## src/sv/trp_pkg.sv

```systemverilog
`timescale 1ns / 1ps
// ----------------------------------------------------------------------------
// trp_pkg
// Shared types and constants for the TFTP request parser.
// ----------------------------------------------------------------------------
package trp_pkg;

   localparam int NAME_BUFFER_BYTES_DEFAULT = 256;

   localparam logic [15:0] DEFAULT_BLOCK_SIZE_RESET = 16'd512;
   localparam logic [15:0] MAX_BLOCK_SIZE_RESET     = 16'd512;
   localparam logic [15:0] MIN_BLOCK_SIZE           = 16'd8;
   localparam logic [15:0] POSITION_MAX             = 16'hFFFF;

   localparam logic [15:0] OPCODE_RRQ = 16'd1;
   localparam logic [15:0] OPCODE_WRQ = 16'd2;

   localparam logic [3:0] KEY_LENGTH   = 4'd7;
   localparam logic [3:0] KEY_MISMATCH = 4'd8;

   localparam int CSR_ADDR_WIDTH = 3;
   localparam int CSR_DATA_WIDTH = 32;

   typedef enum logic [1:0] {
      STATUS_READ     = 2'd0,
      STATUS_WRITE    = 2'd1,
      STATUS_BAD      = 2'd2,
      STATUS_NOT_REQ  = 2'd3
   } status_type;

   typedef enum logic [1:0] {
      FIELD_NAME  = 2'd0,
      FIELD_MODE  = 2'd1,
      FIELD_KEY   = 2'd2,
      FIELD_VALUE = 2'd3
   } field_type;

   typedef enum logic {
      REG_DEFAULT_BLOCK_SIZE = 1'b0,
      REG_MAX_BLOCK_SIZE     = 1'b1
   } reg_index_type;

   typedef struct packed {
      logic [15:0] default_block_size;
      logic [15:0] max_block_size;
   } cfg_type;

   // lower-case letters of the option name "blksize"
   function automatic logic [7:0] key_char(input logic [2:0] idx);
      logic [7:0] c;
      case (idx)
         3'd0:    c = "b";
         3'd1:    c = "l";
         3'd2:    c = "k";
         3'd3:    c = "s";
         3'd4:    c = "i";
         3'd5:    c = "z";
         3'd6:    c = "e";
         default: c = 8'h00;
      endcase
      return c;
   endfunction

   function automatic logic [7:0] lower_ascii(input logic [7:0] c);
      logic [7:0] r;
      r = c;
      if (c >= "A" && c <= "Z") begin
         r = c + 8'h20;
      end
      return r;
   endfunction

endpackage

```

## src/sv/trp_if.sv

```systemverilog
`timescale 1ns / 1ps
// ----------------------------------------------------------------------------
// trp_req_if / trp_rsp_if
// Valid/ready channels for packet bytes in and parse results out.
// ----------------------------------------------------------------------------
interface trp_req_if;
   logic       valid;
   logic       ready;
   logic [7:0] data_byte;
   logic       last_byte;

   modport source (output valid, output data_byte, output last_byte, input ready);
   modport sink   (input valid, input data_byte, input last_byte, output ready);
endinterface

interface trp_rsp_if;
   logic        valid;
   logic        ready;
   logic [1:0]  status;
   logic [15:0] opcode;
   logic [15:0] blk_size;
   logic        option_accepted;

   modport source (output valid, output status, output opcode, output blk_size,
                   output option_accepted, input ready);
   modport sink   (input valid, input status, input opcode, input blk_size,
                   input option_accepted, output ready);
endinterface

```

## src/sv/tftp_request_parser.sv

```systemverilog
`timescale 1ns / 1ps
// ----------------------------------------------------------------------------
// tftp_request_parser
// Byte-serial parser for TFTP read/write requests with the blksize option.
// ----------------------------------------------------------------------------
// Usage:
//   req carries one packet word per handshake (data_byte, last_byte), the
//   opcode high byte first. rsp carries one word per packet, issued after the
//   word flagged last_byte: status, opcode, blk_size, option_accepted.
//   The csr port holds default_block_size (addr 0) and max_block_size (addr 4).
// Timing:
//   one word per clock sustained unless the parse stage stalls (see Stall). A
//   byte is held in the input register, then a single pass of parse logic
//   updates the packet state and, on the last byte, loads the result register
//   that drives rsp.
// Reset:
//   synchronous; clears the pipeline valids and the packet state except opc_ff
//   and chosen_ff; registers return to 512. No clearing pass.
// Stall:
//   a result waiting in the output register holds the parse stage at a last byte;
//   bytes keep flowing until the parse stage meets a last byte with the output still full,
//   then req.ready drops until rsp.ready is seen.
// ----------------------------------------------------------------------------
module tftp_request_parser #(
   parameter int NAME_BUFFER_BYTES = trp_pkg::NAME_BUFFER_BYTES_DEFAULT
) (
   input  logic                                clock,
   input  logic                                reset,
   trp_req_if.sink                             req,
   trp_rsp_if.source                           rsp,
   input  logic                                csr_psel,
   input  logic                                csr_penable,
   input  logic                                csr_pwrite,
   input  logic [trp_pkg::CSR_ADDR_WIDTH-1:0]  csr_paddr,
   input  logic [trp_pkg::CSR_DATA_WIDTH-1:0]  csr_pwdata,
   output logic [trp_pkg::CSR_DATA_WIDTH-1:0]  csr_prdata,
   output logic                                csr_pready
);

   trp_pkg::cfg_type cfg;

   trp_csr u_csr (
      .clock       (clock),
      .reset       (reset),
      .csr_psel    (csr_psel),
      .csr_penable (csr_penable),
      .csr_pwrite  (csr_pwrite),
      .csr_paddr   (csr_paddr),
      .csr_pwdata  (csr_pwdata),
      .csr_prdata  (csr_prdata),
      .csr_pready  (csr_pready),
      .cfg         (cfg)
   );

   // input register
   logic        in_valid_ff, in_valid_in;
   logic [7:0]  in_byte_ff;
   logic        in_last_ff;

   // packet state
   logic [15:0]         pos_ff, pos_in;
   logic [15:0]         opc_ff, opc_in;
   trp_pkg::field_type  field_ff, field_in;
   logic                name_bad_ff, name_bad_in;
   logic                name_dot_ff, name_dot_in;
   logic                name_term_ff, name_term_in;
   logic [3:0]          key_prog_ff, key_prog_in;
   logic                key_match_ff, key_match_in;
   logic [15:0]         val_acc_ff, val_acc_in;
   logic                val_fail_ff, val_fail_in;
   logic                val_nonempty_ff, val_nonempty_in;
   logic [15:0]         chosen_ff, chosen_in;
   logic                opt_seen_ff, opt_seen_in;

   // result register
   logic                out_valid_ff, out_valid_in;
   trp_pkg::status_type out_status_ff, res_status;
   logic [15:0]         out_opcode_ff, res_opcode;
   logic [15:0]         out_bsize_ff, res_bsize;
   logic                out_acc_ff, res_acc;

   logic        advance, fire, done;
   logic [7:0]  b;
   logic        body;
   logic        is_digit;
   logic [3:0]  digit;
   logic [19:0] val_next;
   logic        val_ok;
   logic [16:0] name_span;

   assign b        = in_byte_ff;
   assign advance  = ~out_valid_ff | rsp.ready;
   assign fire     = in_valid_ff & (advance | ~in_last_ff);
   assign done     = fire & in_last_ff;
   assign req.ready = ~in_valid_ff | fire;
   assign body     = (pos_ff != 16'd0) && (pos_ff != 16'd1);

   assign is_digit  = (b >= "0") && (b <= "9");
   assign digit     = 4'(b - "0");
   assign val_next  = {4'h0, val_acc_ff} * 20'd10 + {16'h0000, digit};
   assign val_ok    = key_match_ff && val_nonempty_ff && !val_fail_ff &&
                      (val_acc_ff >= trp_pkg::MIN_BLOCK_SIZE);
   assign name_span = {1'b0, pos_ff} - 17'd2;

   // field sequencing
   always_comb begin
      field_in = field_ff;
      if (body && b == 8'h00) begin
         case (field_ff)
            trp_pkg::FIELD_NAME:  field_in = trp_pkg::FIELD_MODE;
            trp_pkg::FIELD_MODE:  field_in = trp_pkg::FIELD_KEY;
            trp_pkg::FIELD_KEY:   field_in = trp_pkg::FIELD_VALUE;
            trp_pkg::FIELD_VALUE: field_in = trp_pkg::FIELD_KEY;
            default:              field_in = trp_pkg::FIELD_NAME;
         endcase
      end
   end

   // per-field datapath
   always_comb begin
      opc_in          = opc_ff;
      name_bad_in     = name_bad_ff;
      name_dot_in     = name_dot_ff;
      name_term_in    = name_term_ff;
      key_prog_in     = key_prog_ff;
      key_match_in    = key_match_ff;
      val_acc_in      = val_acc_ff;
      val_fail_in     = val_fail_ff;
      val_nonempty_in = val_nonempty_ff;
      chosen_in       = chosen_ff;
      opt_seen_in     = opt_seen_ff;

      if (pos_ff == 16'd0) begin
         opc_in = {b, 8'h00};
      end else if (pos_ff == 16'd1) begin
         opc_in = {opc_ff[15:8], b};
      end else begin
         case (field_ff)
            trp_pkg::FIELD_NAME: begin
               if (b != 8'h00) begin
                  // first name byte sits at position 2
                  if (pos_ff == 16'd2 && (b == "/" || b == "\\")) name_bad_in = 1'b1;
                  if (b == "." && name_dot_ff) name_bad_in = 1'b1;
                  name_dot_in = (b == ".");
               end else begin
                  name_term_in = 1'b1;
                  if (pos_ff == 16'd2) name_bad_in = 1'b1;
                  if (name_span >= 17'(NAME_BUFFER_BYTES)) name_bad_in = 1'b1;
               end
            end
            trp_pkg::FIELD_MODE: begin
               if (b == 8'h00) key_prog_in = 4'd0;
            end
            trp_pkg::FIELD_KEY: begin
               if (b != 8'h00) begin
                  if (key_prog_ff < trp_pkg::KEY_LENGTH &&
                      trp_pkg::lower_ascii(b) == trp_pkg::key_char(key_prog_ff[2:0])) begin
                     key_prog_in = key_prog_ff + 4'd1;
                  end else begin
                     key_prog_in = trp_pkg::KEY_MISMATCH;
                  end
               end else begin
                  key_match_in    = (key_prog_ff == trp_pkg::KEY_LENGTH);
                  val_acc_in      = 16'd0;
                  val_fail_in     = 1'b0;
                  val_nonempty_in = 1'b0;
               end
            end
            trp_pkg::FIELD_VALUE: begin
               if (b != 8'h00) begin
                  val_nonempty_in = 1'b1;
                  if (!is_digit) begin
                     val_fail_in = 1'b1;
                  end else if (!val_fail_ff) begin
                     // overflow keeps the last in-range value
                     if (val_next > 20'd65535) val_fail_in = 1'b1;
                     else val_acc_in = val_next[15:0];
                  end
               end else begin
                  if (val_ok) begin
                     chosen_in   = (val_acc_ff > cfg.max_block_size) ?
                                   cfg.max_block_size : val_acc_ff;
                     opt_seen_in = 1'b1;
                  end
                  key_prog_in  = 4'd0;
                  key_match_in = 1'b0;
               end
            end
            default: ;
         endcase
      end

      pos_in = (pos_ff == trp_pkg::POSITION_MAX) ? pos_ff : pos_ff + 16'd1;
   end

   // result from the state after this byte
   always_comb begin
      res_opcode = (pos_in >= 16'd2) ? opc_in : 16'd0;
      res_bsize  = cfg.default_block_size;
      res_acc    = 1'b0;
      if (pos_in < 16'd2 ||
          (res_opcode != trp_pkg::OPCODE_RRQ && res_opcode != trp_pkg::OPCODE_WRQ)) begin
         res_status = trp_pkg::STATUS_NOT_REQ;
      end else if (!name_term_in || name_bad_in) begin
         res_status = trp_pkg::STATUS_BAD;
      end else begin
         res_status = (res_opcode == trp_pkg::OPCODE_RRQ) ?
                      trp_pkg::STATUS_READ : trp_pkg::STATUS_WRITE;
         if (opt_seen_in) begin
            res_bsize = chosen_in;
            res_acc   = 1'b1;
         end
      end
   end

   always_comb begin
      in_valid_in = in_valid_ff;
      if (req.valid && req.ready) in_valid_in = 1'b1;
      else if (fire) in_valid_in = 1'b0;

      out_valid_in = out_valid_ff;
      if (done) out_valid_in = 1'b1;
      else if (rsp.ready) out_valid_in = 1'b0;
   end

   always_ff @(posedge clock) begin
      if (reset) begin
         in_valid_ff     <= 1'b0;
         out_valid_ff    <= 1'b0;
         pos_ff          <= 16'd0;
         field_ff        <= trp_pkg::FIELD_NAME;
         name_bad_ff     <= 1'b0;
         name_dot_ff     <= 1'b0;
         name_term_ff    <= 1'b0;
         key_prog_ff     <= 4'd0;
         key_match_ff    <= 1'b0;
         val_acc_ff      <= 16'd0;
         val_fail_ff     <= 1'b0;
         val_nonempty_ff <= 1'b0;
         opt_seen_ff     <= 1'b0;
      end else begin
         in_valid_ff  <= in_valid_in;
         out_valid_ff <= out_valid_in;
         if (done) begin
            pos_ff          <= 16'd0;
            field_ff        <= trp_pkg::FIELD_NAME;
            name_bad_ff     <= 1'b0;
            name_dot_ff     <= 1'b0;
            name_term_ff    <= 1'b0;
            key_prog_ff     <= 4'd0;
            key_match_ff    <= 1'b0;
            val_acc_ff      <= 16'd0;
            val_fail_ff     <= 1'b0;
            val_nonempty_ff <= 1'b0;
            opt_seen_ff     <= 1'b0;
         end else if (fire) begin
            pos_ff          <= pos_in;
            field_ff        <= field_in;
            name_bad_ff     <= name_bad_in;
            name_dot_ff     <= name_dot_in;
            name_term_ff    <= name_term_in;
            key_prog_ff     <= key_prog_in;
            key_match_ff    <= key_match_in;
            val_acc_ff      <= val_acc_in;
            val_fail_ff     <= val_fail_in;
            val_nonempty_ff <= val_nonempty_in;
            opt_seen_ff     <= opt_seen_in;
         end
      end
   end

   // payload registers
   always_ff @(posedge clock) begin
      if (req.valid && req.ready) begin
         in_byte_ff <= req.data_byte;
         in_last_ff <= req.last_byte;
      end
      if (fire) begin
         opc_ff    <= opc_in;
         chosen_ff <= chosen_in;
      end
      if (done) begin
         out_status_ff <= res_status;
         out_opcode_ff <= res_opcode;
         out_bsize_ff  <= res_bsize;
         out_acc_ff    <= res_acc;
      end
   end

   assign rsp.valid           = out_valid_ff;
   assign rsp.status          = out_status_ff;
   assign rsp.opcode          = out_opcode_ff;
   assign rsp.blk_size        = out_bsize_ff;
   assign rsp.option_accepted = out_acc_ff;

endmodule

```

## src/sv/trp_csr.sv

```systemverilog
`timescale 1ns / 1ps
// ----------------------------------------------------------------------------
// trp_csr
// APB-style register file holding the default and maximum block size.
// ----------------------------------------------------------------------------
module trp_csr (
   input  logic                                clock,
   input  logic                                reset,
   input  logic                                csr_psel,
   input  logic                                csr_penable,
   input  logic                                csr_pwrite,
   input  logic [trp_pkg::CSR_ADDR_WIDTH-1:0]  csr_paddr,
   input  logic [trp_pkg::CSR_DATA_WIDTH-1:0]  csr_pwdata,
   output logic [trp_pkg::CSR_DATA_WIDTH-1:0]  csr_prdata,
   output logic                                csr_pready,
   output trp_pkg::cfg_type                    cfg
);

   logic [15:0] default_ff, default_in;
   logic [15:0] max_ff, max_in;
   logic        wr_en;
   trp_pkg::reg_index_type idx;

   // registers are word aligned, low address bits ignored
   assign idx        = trp_pkg::reg_index_type'(csr_paddr[2]);
   assign wr_en      = csr_psel & csr_penable & csr_pwrite;
   assign csr_pready = 1'b1;

   always_comb begin
      default_in = default_ff;
      max_in     = max_ff;
      if (wr_en) begin
         case (idx)
            trp_pkg::REG_DEFAULT_BLOCK_SIZE: default_in = csr_pwdata[15:0];
            trp_pkg::REG_MAX_BLOCK_SIZE:     max_in     = csr_pwdata[15:0];
            default: ;
         endcase
      end
   end

   always_comb begin
      case (idx)
         trp_pkg::REG_DEFAULT_BLOCK_SIZE: csr_prdata = {16'h0000, default_ff};
         trp_pkg::REG_MAX_BLOCK_SIZE:     csr_prdata = {16'h0000, max_ff};
         default:                         csr_prdata = '0;
      endcase
   end

   always_ff @(posedge clock) begin
      if (reset) begin
         default_ff <= trp_pkg::DEFAULT_BLOCK_SIZE_RESET;
         max_ff     <= trp_pkg::MAX_BLOCK_SIZE_RESET;
      end else begin
         default_ff <= default_in;
         max_ff     <= max_in;
      end
   end

   assign cfg.default_block_size = default_ff;
   assign cfg.max_block_size     = max_ff;

endmodule

```

## src/flat_wrapper.sv

```systemverilog
// flat-port wrapper written by rule: the top's interface ports become plain ports
module tftp_request_parser_flat 
#(
   parameter int NAME_BUFFER_BYTES = trp_pkg::NAME_BUFFER_BYTES_DEFAULT
)
  (clock, reset, csr_psel, csr_penable, csr_pwrite, csr_paddr, csr_pwdata, csr_prdata, csr_pready, req_valid, req_data_byte, req_last_byte, req_ready, rsp_valid, rsp_status, rsp_opcode, rsp_blk_size, rsp_option_accepted, rsp_ready);
  trp_req_if req_i ();
  trp_rsp_if rsp_i ();
  input  logic clock;
  input  logic reset;
  input  logic csr_psel;
  input  logic csr_penable;
  input  logic csr_pwrite;
  input  logic [trp_pkg::CSR_ADDR_WIDTH-1:0] csr_paddr;
  input  logic [trp_pkg::CSR_DATA_WIDTH-1:0] csr_pwdata;
  output logic [trp_pkg::CSR_DATA_WIDTH-1:0] csr_prdata;
  output logic csr_pready;
  input wire logic [$bits(req_i.valid)-1:0] req_valid;
  input wire logic [$bits(req_i.data_byte)-1:0] req_data_byte;
  input wire logic [$bits(req_i.last_byte)-1:0] req_last_byte;
  output wire logic [$bits(req_i.ready)-1:0] req_ready;
  output wire logic [$bits(rsp_i.valid)-1:0] rsp_valid;
  output wire logic [$bits(rsp_i.status)-1:0] rsp_status;
  output wire logic [$bits(rsp_i.opcode)-1:0] rsp_opcode;
  output wire logic [$bits(rsp_i.blk_size)-1:0] rsp_blk_size;
  output wire logic [$bits(rsp_i.option_accepted)-1:0] rsp_option_accepted;
  input wire logic [$bits(rsp_i.ready)-1:0] rsp_ready;
  assign req_i.valid = req_valid;
  assign req_i.data_byte = req_data_byte;
  assign req_i.last_byte = req_last_byte;
  assign req_ready = req_i.ready;
  assign rsp_valid = rsp_i.valid;
  assign rsp_status = rsp_i.status;
  assign rsp_opcode = rsp_i.opcode;
  assign rsp_blk_size = rsp_i.blk_size;
  assign rsp_option_accepted = rsp_i.option_accepted;
  assign rsp_i.ready = rsp_ready;
  tftp_request_parser #(.NAME_BUFFER_BYTES(NAME_BUFFER_BYTES)) u_core (.clock(clock), .reset(reset), .req(req_i), .rsp(rsp_i), .csr_psel(csr_psel), .csr_penable(csr_penable), .csr_pwrite(csr_pwrite), .csr_paddr(csr_paddr), .csr_pwdata(csr_pwdata), .csr_prdata(csr_prdata), .csr_pready(csr_pready));
endmodule
```

## config.mk

```make
export PLATFORM = sky130hd
export DESIGN_NAME = tftp_request_parser_flat
export DESIGN_NICKNAME = d
export VERILOG_FILES = /design/src/sv/trp_pkg.sv /design/src/sv/trp_if.sv /design/src/sv/tftp_request_parser.sv /design/src/sv/trp_csr.sv /design/src/flat_wrapper.sv
export SDC_FILE = /design/constraint.sdc
export NUM_CORES = 1
export LEC_CHECK = 0
export ABC_AREA = 1
export CORE_ASPECT_RATIO = 0.6
export CORE_MARGIN = 1.5
export CORE_UTILIZATION = 50
export DETAILED_ROUTE_END_ITERATION = 16
export DONT_BUFFER_PORTS = 1
export HOLD_SLACK_MARGIN = 0.05
export PLACE_DENSITY = 0.68
export SLEW_MARGIN = 5
export SYNTH_ARGS = -nofsm -noshare
export SYNTH_HDL_FRONTEND = slang
export SYNTH_HIERARCHICAL = 1
export SYNTH_SLANG_ARGS = --single-unit
export TNS_END_PERCENT = 5
```

## constraint.sdc

```tcl
create_clock -name clock -period 7.1 [get_ports clock]
set_clock_uncertainty 0.15 [all_clocks]
set_input_delay 1.065 -clock clock [delete_from_list [all_inputs] [get_ports clock]]
set_output_delay 1.065 -clock clock [all_outputs]
set_load 0.01 [all_outputs]
```

Word-level counts from Yosys, hierarchy flattened
Index checks and enable logic that the tools add are counted. Widths: inputs -> output; s select.

Register bits: 155. Input bits: 51. Output and inout port bits: 70. Logic and storage cells: 192.

Add/sub/neg operators: 6. Multiply operators: 1. $lt $le $gt $ge: 11. Equality and inequality tests: 29. Multiplexer cells: 70. Bitwise operators: 13. Reduce and logical (&&, ||, !) cells: 38.

Operator list (number): $mux 16 (17); $mux 8 (10); $pmux 32 s2 (1); $pmux 7 s7 (1); $eq 16x1->1 const B (2); $ne 16x1->1 const B (2); $pmux 16 s2 (1); $mux 1 (31); $add 20x4->20 (1); $gt 20x16->1 const B (1); $mul 16x3->19 const B (1); $ge 17x9->1 const B (1); $sub 16x2->17 const B (1); $add 16x1->16 const B (1); $eq 16x16->1 const B (1); $eq 16x2->1 const B (1); $eq 8x6->1 const B (2); $ge 16x2->1 const B (1); $ge 16x4->1 const B (1); $gt 16x16->1 (1); $logic_not 16->1 (1); $lt 16x2->1 const B (1); $mux 4 (4); $ne 16x2->1 const B (1); 40 further kinds (83).

Longest topological paths before layout
Word-level depth: 12. Mapped depth: 24. Mapped depth without buffers: 23.

Modules after synthesis
The synthesis kept the hierarchy.

Modules (own cells, without submodules): tftp_request_parser (instances 1, cells an instance 1294, area an instance 8899.8 sq um, seq. area each 3223.1 sq um); trp_csr (instances 1, cells an instance 263, area an instance 1710.4 sq um, seq. area each 640.6 sq um).

Worst setup path before layout
OpenSTA, ideal clock, no wires.

Path kind: input to register. From: in rsp_ready. To: reg u_core.chosen_ff[0] (enable). Setup time: 0.409 ns. Data arrival time: 2.763 ns. Required time: 6.541 ns. Setup slack: 3.779 ns. Stages: 6. Buffers on the path: 2. Path through: nor2_1 -> nand2_1 -> nand2_1 -> inv_1 -> clkbuf_1 -> clkbuf_1.

Word-level cells in the longest chain between the ends: 3.

RTL lines: start, declared (line flat_wrapper.sv:27) `input wire logic [$bits(rsp_i.ready)-1:0] rsp_ready;`; $or 1x1->1 (line tftp_request_parser.sv:92) `assign advance = ~out_valid_ff | rsp.ready;`; $or 1x1->1 (line tftp_request_parser.sv:93) `assign fire = in_valid_ff & (advance | ~in_last_ff);`; $and 1x1->1 (line tftp_request_parser.sv:93); net u_core.fire (line tftp_request_parser.sv:82) `logic advance, fire, done;`; end signal, assigned (line tftp_request_parser.sv:280) `chosen_ff <= chosen_in;`; end, declared (line tftp_request_parser.sv:72) `logic [15:0] chosen_ff, chosen_in;`.

The timed path passes the listed nets, and every way through them passes these cells. A chain may end at the register's enable or synchronous reset.

Final worst setup path
From: reg u_core.val_acc_ff[3]. To: reg u_core.val_acc_ff[2].

Word-level cells in the longest chain between the ends: 5.

RTL lines: start, declared (line tftp_request_parser.sv:69) `logic [15:0] val_acc_ff, val_acc_in;`; start signal, assigned (line tftp_request_parser.sv:264) `val_acc_ff <= val_acc_in;`; $mul 16x3->19 (line tftp_request_parser.sv:100) `assign val_next = {4'h0, val_acc_ff} * 20'd10 + {16'h0000, digit};`; $add 20x4->20 (line tftp_request_parser.sv:100); $gt 20x16->1 (line tftp_request_parser.sv:176) `if (val_next > 20'd65535) val_fail_in = 1'b1;`; $ne 2x2->1 (no line); $reduce_and 9->1 (no line).

No other way between the ends.

==> flow_metrics.env <==
export IMPL_die_height_um=116
export IMPL_tightest_slew_ns=1.17
export IMPL_grt_remaining_overflow=0
export IMPL_crit_reg2reg_capture="u_core/val_acc_ff[2]"
export IMPL_fin_area_um2=11200
export IMPL_drc=0
export IMPL_arrival_ns=4.73
export IMPL_rrSetupSlack_ns=2.58
export IMPL_hold_depth=2
export IMPL_port_buffers=0
export IMPL_cts_buffers=17
export IMPL_clkSinkCount=155
export IMPL_core_um2=20900
export IMPL_finalHoldViolations=0
export IMPL_synthFlopType="dfxtp_1"
export IMPL_drt_wirelength_per_cell_um=15.2
export IMPL_layout_common_cells="nand2_1, inv_1, nor2_1"
export IMPL_grt_start_max_net_pins=63
export IMPL_first_iter_violations=940
export IMPL_post_cts_buffers=0
export IMPL_dieArea_um2=22100
export IMPL_synth_cell_types=46
export IMPL_yosysSeqAreaShare_pct=36.4
export IMPL_min_period_over_period_pct=63.6
export IMPL_power_density_nw_per_um2=190
export IMPL_start_kind="flop"
export IMPL_n_antenna_cell=0
export IMPL_yosysWarnings=6
export IMPL_ios=121
export IMPL_met1Wirelength_um=14500
export IMPL_status="complete, no violations"
export IMPL_grt_pass1_vias=8365
export IMPL_required_ns=7.32
export IMPL_power_leakage_nw=5.40
export IMPL_cts_buffer_depth=2
export IMPL_reg2reg_depth=21
export IMPL_clkTransAtPathRegs_ns=0.06
export IMPL_wl_met2_um=10600
export IMPL_postCtsResizedCells=0
export IMPL_place_area_um2=10700
export IMPL_synth_avg_cell_area_um2=6.81
export IMPL_grt_pass1_wl_um=44000
export IMPL_holdPathEnd="u_core/name_dot_ff"
export IMPL_synth_top_area_share_pct=21.5
export IMPL_clock_latency_ns=0.43
export IMPL_cts_root_buf="clkbuf_16"
export IMPL_min_period_ns=4.52
export IMPL_top_layer="met4"
export IMPL_ys_top_cells_by_area="edfxtp_1, nand2_1, dfxtp_1"
export IMPL_min_path_type="reg2reg"
export IMPL_power_mw=2.14
export IMPL_dr_pass1_iters=5
export IMPL_nNetsFinal=1639
export IMPL_cts_htree_levels=4
export IMPL_ys_seq_elements=155
export IMPL_crit_fanout=31
export IMPL_syn_cell_area_um2=10600
export IMPL_slew_headroom_pct=21.7
export IMPL_initial_utilization_pct=50.7
export IMPL_rsz0062_at_grt="false"
export IMPL_grt_use_total_pct=25.3
export IMPL_wl_met3_um=2330
export IMPL_antenna_found_initial=0
export IMPL_finalSetupViolations=0
export IMPL_irDropWorstVdd_v=0.000169
export IMPL_cts_tree="done"
export IMPL_ctsHoldBuffers=0
export IMPL_routed_wl_um=27700
export IMPL_synthArstFlopShare_pct=0
export IMPL_tns_ns=0
export IMPL_final_max_slew_viol_count=0
export IMPL_hpwlAfterDp_um=20900
export IMPL_critPathKind="reg2reg"
export IMPL_detail_route_antenna_nets=0
export IMPL_fmax_mhz=221
export IMPL_synthCells=1557
export IMPL_post_synth_top_area_cell="edfxtp_1"
export IMPL_synth_edf_count=76
export IMPL_gp_congestion=0.947
export IMPL_drive_above_1_share_pct=5.00
export IMPL_rows=41
export IMPL_vias=9775
export IMPL_r2r_start="u_core/val_acc_ff[3]"
export IMPL_endpoint_kind="flop"
export IMPL_vias_per_cell=5.37
export IMPL_max_cap_viol_count=0
export IMPL_area_delta_synth_final_pct=5.88
export IMPL_hp_start="u_core/name_dot_ff"
export IMPL_final_common_cell="nand2_1"
export IMPL_die_w_um=191
cells by family (layout without fill, tap and decap cells):
family                     after synthesis  after routing  synth area share [%]
adders and majority gates               61             61                  7.33
other                                    2             17                0.0708
DFF                                    155            155                  36.4
xor gates and xnor gates                12             12                 0.991
AOI/OAI and AO/OA                      152            152                  7.87
and+or+nand+nor                        919            919                  36.9
buffers and inverters                  256            224                  10.4
Yosys cell counts (all sizes together) (12+ instances only):
cell and n:
nor2 180, xor2 12, ha 59, buf 45, o21ai 62, nand2 527
a21oi 65, nand4 14, o211ai 12, clkbuf 23, nor3 18, inv 188
dfxtp 79, edfxtp 76, nand3 162
area by class of cell:
| class | count | area (um^2) |
|---|---|---|
| tap | 279 | 349 |
| inverter | 188 | 708 |
| fill | 2114 | 9700 |
| sequential | 155 | 3860 |
| clock buffer | 21 | 503 |
| multi-input combinational | 1161 | 5700 |
| timing repair buffer | 4 | 30.0 |
| clock inverter | 11 | 76.3 |
registers in the layout, indices dropped and copies added (netlist names):
signal	cells
u_core/name_term_ff	1
u_core/u_csr/default_ff	16
u_core/name_dot_ff	1
u_core/rsp.opcode	16
u_core/val_acc_ff	16
u_core/u_csr/max_ff	16
u_core/b	8
u_core/in_last_ff	1
u_core/in_valid_ff	1
u_core/rsp.status	2
u_core/rsp.option_accepted	1
u_core/opt_seen_ff	1
u_core/opc_ff	16
u_core/rsp.valid	1
u_core/chosen_ff	16
u_core/name_bad_ff	1
u_core/val_nonempty_ff	1
u_core/val_fail_ff	1
u_core/field_ff	2
u_core/key_prog_ff	4
u_core/key_match_ff	1
u_core/rsp.blk_size	16
u_core/pos_ff	16
layer usage:
layer | vias to the layer above | track usage [%]
met1 | 4456 | 40.2
met2 | 363 | 33.6
met4 | 0 | 5.00
met5 | - | 0
li1 | 4932 | -
met3 | 24 | 6.30
worst max-delay path by stage:
stage	startpoint	endpoint	slack, ns	cells past startpoint
after floorplan	rsp_ready	u_core/chosen_ff[0]	3.78	6
after detailed placement	u_core/val_acc_ff[3]	u_core/val_acc_ff[2]	2.67	21
after global routing	u_core/val_acc_ff[3]	u_core/val_acc_ff[2]	2.30	23
after global placement	u_core/val_acc_ff[1]	u_core/val_acc_ff[2]	2.77	21
final	u_core/val_acc_ff[3]	u_core/val_acc_ff[2]	2.58	21
after CTS	u_core/val_acc_ff[3]	u_core/val_acc_ff[2]	2.65	21
stage by stage:
stage / util (%) / hold WS (ns) / std cells / setup slack, ns
2_1_floorplan: - / 0.279 / 1572 / 3.78
3_3_place_gp: 50.9 / 0.296 / 1787 / 2.77
3_5_place_dp: 50.9 / 0.304 / 1787 / 2.67
4_1_cts: 53.7 / 0.314 / 1819 / 2.65
5_1_grt: 53.7 / 0.350 / 1819 / 2.30
6_report: 53.7 / 0.311 / 1819 / 2.58
critical path: stages, from the launching register on:
cell and delay (ns):
dfxtp_1 0.46, ha_1 0.28, ha_1 0.28, fa_1 0.55
nand2_1 0.08, nor2_1 0.08, nand2_1 0.08, nand2_1 0.06
nand2_1 0.06, nor2_1 0.13, nand2_1 0.09, nor2_1 0.20
nand2_1 0.15, nor2_1 0.16, nand3_1 0.09, a21oi_1 0.15
nand3_1 0.18, nand2_1 0.77, nand2_1 0.16, nand2_1 0.10
nand2_1 0.05, nor2_1 0.12
power breakdown:
part           internal (mW)  total [mW]  switching (mW)
clock                  0.511       0.900           0.389
combinational         0.0650       0.226           0.161
sequential             0.978        1.01          0.0315
No activity file was read; power rests on OpenSTA's default activity.
